--- src/rtl/jatp_isqrt.sv ---
`default_nettype none
// ----------------------------------------------------------------------------
// jatp_isqrt: pipelined integer square root
// One root bit per stage, floor(sqrt(radicand)); a sideband word rides along.
// ----------------------------------------------------------------------------
module jatp_isqrt #(
    parameter int IN_W   = 64,
    parameter int SIDE_W = 1,
    localparam int OUT_W = IN_W / 2
) (
    input  wire logic              clk,
    input  wire logic              rst_n,
    input  wire logic              en,
    input  wire logic              in_valid,
    input  wire logic [IN_W-1:0]   radicand,
    input  wire logic [SIDE_W-1:0] side_in,
    output logic                   out_valid,
    output logic [OUT_W-1:0]       root,
    output logic [SIDE_W-1:0]      side_out
);

    logic [IN_W:0]       rem_reg   [OUT_W];
    logic [OUT_W-1:0]    root_reg  [OUT_W];
    logic [SIDE_W-1:0]   side_reg  [OUT_W];
    logic                valid_reg [OUT_W];

    for (genvar k = 0; k < OUT_W; k++) begin : g_stage
        localparam int BIT = OUT_W - 1 - k;
        logic [IN_W:0]     rem_in;
        logic [OUT_W-1:0]  root_in;
        logic [SIDE_W-1:0] side_prev;
        logic              valid_prev;
        logic [IN_W:0]     trial;

        if (k == 0) begin : g_first
            assign rem_in     = {1'b0, radicand};
            assign root_in    = '0;
            assign side_prev  = side_in;
            assign valid_prev = in_valid;
        end else begin : g_next
            assign rem_in     = rem_reg[k-1];
            assign root_in    = root_reg[k-1];
            assign side_prev  = side_reg[k-1];
            assign valid_prev = valid_reg[k-1];
        end

        // (r + 2^b)^2 - r^2 = r * 2^(b+1) + 2^(2b)
        assign trial = ((IN_W+1)'(root_in) << (BIT + 1)) | ((IN_W+1)'(1) << (2 * BIT));

        always_ff @(posedge clk or negedge rst_n)
        begin
            if (!rst_n)
                valid_reg[k] <= 1'b0;
            else if (en)
                valid_reg[k] <= valid_prev;
        end

        always_ff @(posedge clk)
        begin
            if (en)
            begin
                side_reg[k] <= side_prev;
                if (rem_in >= trial)
                begin
                    rem_reg[k]  <= rem_in - trial;
                    root_reg[k] <= root_in | (OUT_W'(1) << BIT);
                end
                else
                begin
                    rem_reg[k]  <= rem_in;
                    root_reg[k] <= root_in;
                end
            end
        end
    end

    assign out_valid = valid_reg[OUT_W-1];
    assign root      = root_reg[OUT_W-1];
    assign side_out  = side_reg[OUT_W-1];

endmodule
`default_nettype wire

--- config.mk ---
export PLATFORM = sky130hd
export DESIGN_NAME = jatp_isqrt
export DESIGN_NICKNAME = d
export VERILOG_FILES = /design/src/rtl/jatp_isqrt.sv
export SDC_FILE = /design/constraint.sdc
export NUM_CORES = 2
export LEC_CHECK = 0
export BUFFER_PORTS_ARGS = -buffer_cell sky130_fd_sc_hd__clkbuf_2
export CAP_MARGIN = 20
export CORE_MARGIN = 8
export CORE_UTILIZATION = 38
export CTS_BUF_LIST = sky130_fd_sc_hd__clkbuf_8
export CTS_CLUSTER_SIZE = 20
export DETAILED_ROUTE_END_ITERATION = 10
export MAX_ROUTING_LAYER = met4
export PLACE_DENSITY = 0.53
export SLEW_MARGIN = 20
export SYNTH_ARGS = -nofsm -noshare
export SYNTH_HDL_FRONTEND = slang
export SYNTH_SLANG_ARGS = --single-unit
--- constraint.sdc ---
create_clock -name clk -period 5 [get_ports clk]
set_clock_uncertainty 0.15 [all_clocks]
set_input_delay 0.25 -clock clk [delete_from_list [all_inputs] [get_ports clk]]
set_output_delay 0.25 -clock clk [all_outputs]
set_load 0.02 [all_outputs]
==> flow_metrics.tcl <==
set metrics [dict create \
    drtIter0Drc 7164 \
    cts_made_buffers 443 \
    fin_nets 11400 \
    cpMostUsedCell "or4_1" \
    endpoint_kind "register" \
    worst_hold_path_type "in2reg" \
    portBuffers 102 \
    grt_antenna_before_repair 16 \
    worst_pin_slew_ns 1.13 \
    drive_gt1_frac 0.0942 \
    ys_seq_elements 2607 \
    synth_cell_types 91 \
    die_w_um 592 \
    grt_pass1_wl_um 534000 \
    grt-ovfl-total 0 \
    hold_viol_final 0 \
    slew_viol_final 0 \
    core_sq_um 330000 \
    grtUsageMet2 0.312 \
    required_ns 5.62 \
    arrival_ns 5.39 \
    die_area_sq_um 350000 \
    cts_root_buf "clkbuf_8" \
    track_usage 0.206 \
    via_per_inst 5.41 \
    largest_reg_flops 2015 \
    async_flop_share 0.0123 \
    routabilityCongestion 0.948 \
    clock.fmax_mhz 210 \
    post-cts-setup-buffers 0 \
    setup_viol 0 \
    grt.busiest_layer "met2" \
    synth.avg_cell_area_sq_um 12.4 \
    peakVddDrop_mv 0.254 \
    cts_sinks 2607 \
    status "complete, no violations" \
    ys_seq_area_frac 0.620 \
    period_share 0.954 \
    synth_ff_type "edfxtp_1" \
    synthCells 10200 \
    layout_common_cells "2575 x edfxtp_1, 795 x inv_1, 775 x nand2_1" \
    start_kind "register" \
    synth.cell_area_sq_um 126000 \
    yosysWarnings 0 \
    final_util 0.432 \
    path_class "reg2reg" \
    clk_latency_ns 1.15 \
    synth_fp_nets 10800 \
    whs_ns 0.205 \
    grt_pass1_vias 81900 \
    die-height_um 592 \
    cp_slowest_cell "nor4_4" \
    clkSlewWorstSetupHoldPaths_ns 0.06 \
    drc_errors 0 \
    syn_to_final_growth_pct 13.3 \
    powerDensity_nw_per_um2 443 \
    io-pin-count 103 \
    p_leak_uw 0.0531 \
    wl_per_cell_um 23.3 \
    place_hpwl_um 273000 \
    synth_edf_count 2575 \
    cpLargestDelayFamily "simple AND/OR/NAND/NOR gates" \
    grt_max_degree 196 \
    cp_num_buf_inv 0 \
    start_util 0.381 \
    grt_use_met1 0.287 \
    period_minus_slack_ns 4.77 \
    rows 211 \
    cts_buffer_depth 4 \
    final.setup.tns_ns 0 \
    wirelength_um 361000 \
    dr.pass1.iters 5 \
    ant_nets 0 \
    ctsResizeCount 0 \
    hold_buffers 139 \
    htreeDepth 5 \
    met3_usage 0.0289 \
    cpPeakStageDelay_ns 0.64 \
    crit_chain "ha_1 -> nand4_1 -> or4_1 -> nor4_1 -> or4_1 -> nor2_1 -> or3_1 -> nor4_4 -> nand3_1 -> xnor2_1" \
    slew_headroom 0.243 \
    cts_tree "yes" \
    layout_commonest_cell "edfxtp_1" \
    vias 83800 \
    cap_violations 0 \
    rsz0062_at_grt "no" \
    cp_max_fo 9 \
]
==> cells by family (layout without fill, tap and decap cells) <==
| family | Yosys count | in the layout | share of synthesized area |
|---|---|---|---|
| compound gates | 1865 | 1865 | 0.0914 |
| xor+xnor | 916 | 916 | 0.0637 |
| fa+ha+maj | 558 | 558 | 0.0554 |
| other cells | 0 | 9 | 0 |
| mux | 103 | 103 | 0.00908 |
| buf+inv | 943 | 1868 | 0.0282 |
| flops | 2607 | 2607 | 0.620 |
| simple gates | 3191 | 3191 | 0.132 |
==> Yosys cell counts (all sizes together), types with 20 or more instances <==
| library cell | n | area, sq um |
|---|---|---|
| edfxtp | 2575 | 77300 |
| nor3b | 29 | 228 |
| or3 | 124 | 786 |
| nor2b | 73 | 457 |
| nand3b | 30 | 225 |
| nand4 | 178 | 1110 |
| a2111oi | 20 | 188 |
| nand2b | 108 | 676 |
| inv | 681 | 2560 |
| clkbuf | 244 | 916 |
| a21o | 197 | 1480 |
| and4 | 28 | 245 |
| mux2 | 90 | 1010 |
| a21oi | 533 | 2670 |
| o21bai | 38 | 289 |
| xnor2 | 411 | 3600 |
| xor2 | 505 | 4420 |
| nor4 | 406 | 2610 |
| or4 | 94 | 717 |
| and2 | 30 | 188 |
| nor3 | 320 | 1610 |
| nor2 | 596 | 2240 |
| o211ai | 37 | 283 |
| or2 | 63 | 394 |
| o21a | 91 | 683 |
| a211o | 21 | 184 |
| nand2 | 775 | 2910 |
| nor4b | 60 | 532 |
| ha | 558 | 6980 |
| a31oi | 53 | 332 |
| and3 | 51 | 319 |
| nand3 | 167 | 836 |
| a211oi | 46 | 345 |
| a21boi | 21 | 158 |
| o21ai | 576 | 2880 |
| o31ai | 45 | 338 |
| dfrtp | 32 | 801 |
==> worst reg2reg max path, stage by stage, from the launching register on <==
cell and delay, ns:
edfxtp_1 0.40, ha_1 0.54, nand4_1 0.28, or4_1 0.63, nor4_1 0.63, or4_1 0.29
nor2_1 0.05, or3_1 0.48, nor4_4 0.64, nand3_1 0.17, xnor2_1 0.17
==> final timing paths <==
kind / to / slack (ns) / startpoint / depth (start not counted)
setup / recovery: rem_reg[1][713]$_DFFE_PP_ / 0.23 / rem_reg[1][620]$_DFFE_PP_ / 10
hold / removal: rem_reg[0][53]$_DFFE_PP_ / 0.21 / radicand[53] / 3
setup reg to reg: rem_reg[1][713]$_DFFE_PP_ / 0.23 / rem_reg[1][620]$_DFFE_PP_ / 10
hold reg to reg: rem_reg[0][722]$_DFFE_PP_ / 0.21 / rem_reg[0][657]$_DFFE_PP_ / 0
max in group asynchronous: g_stage[15].valid_prev$_DFFE_PN0P_ / 3.92 / rst_n / 5
min in group asynchronous: g_stage[26].valid_prev$_DFFE_PN0P_ / 0.62 / rst_n / 5
==> area by class of cell <==
class | instances | area [sq um]
Tap cell | 4366 | 5460
Fill cell | 30400 | 188000
Antenna cell | 9 | 22.5
Multi-Input combinational cell | 6633 | 44500
Timing Repair Buffer | 394 | 3240
Clock buffer | 446 | 6140
Inverter | 681 | 2560
Clock inverter | 347 | 2680
Sequential cell | 2607 | 78100
==> stage by stage <==
step           cell area, sq um  power, uW  worst slack (ns)  instances
2_1_floorplan            126000      38800             0.932      10200
3_3_place_gp             132000      43900             0.420      14500
3_5_place_dp             132000      43900             0.386      14500
4_1_cts                  143000      63700             0.275      15500
5_1_grt                  143000      66400            0.0308      15500
6_report                 143000      63200             0.230      15500
==> where the power goes <==
part	switching, uW	internal, uW
sequential	2380	27600
clock	9060	10300
combinational	8580	5270
total	20000	43200
==> metal layers <==
metal  vias to the layer above  part of all wire
met1                     41200              0.47
li1                      39500                 -
met5                         -                 0
met4                         0             0.033
met2                      2543              0.44
met3                       598             0.057
No activity file was read; power rests on OpenSTA's default activity.
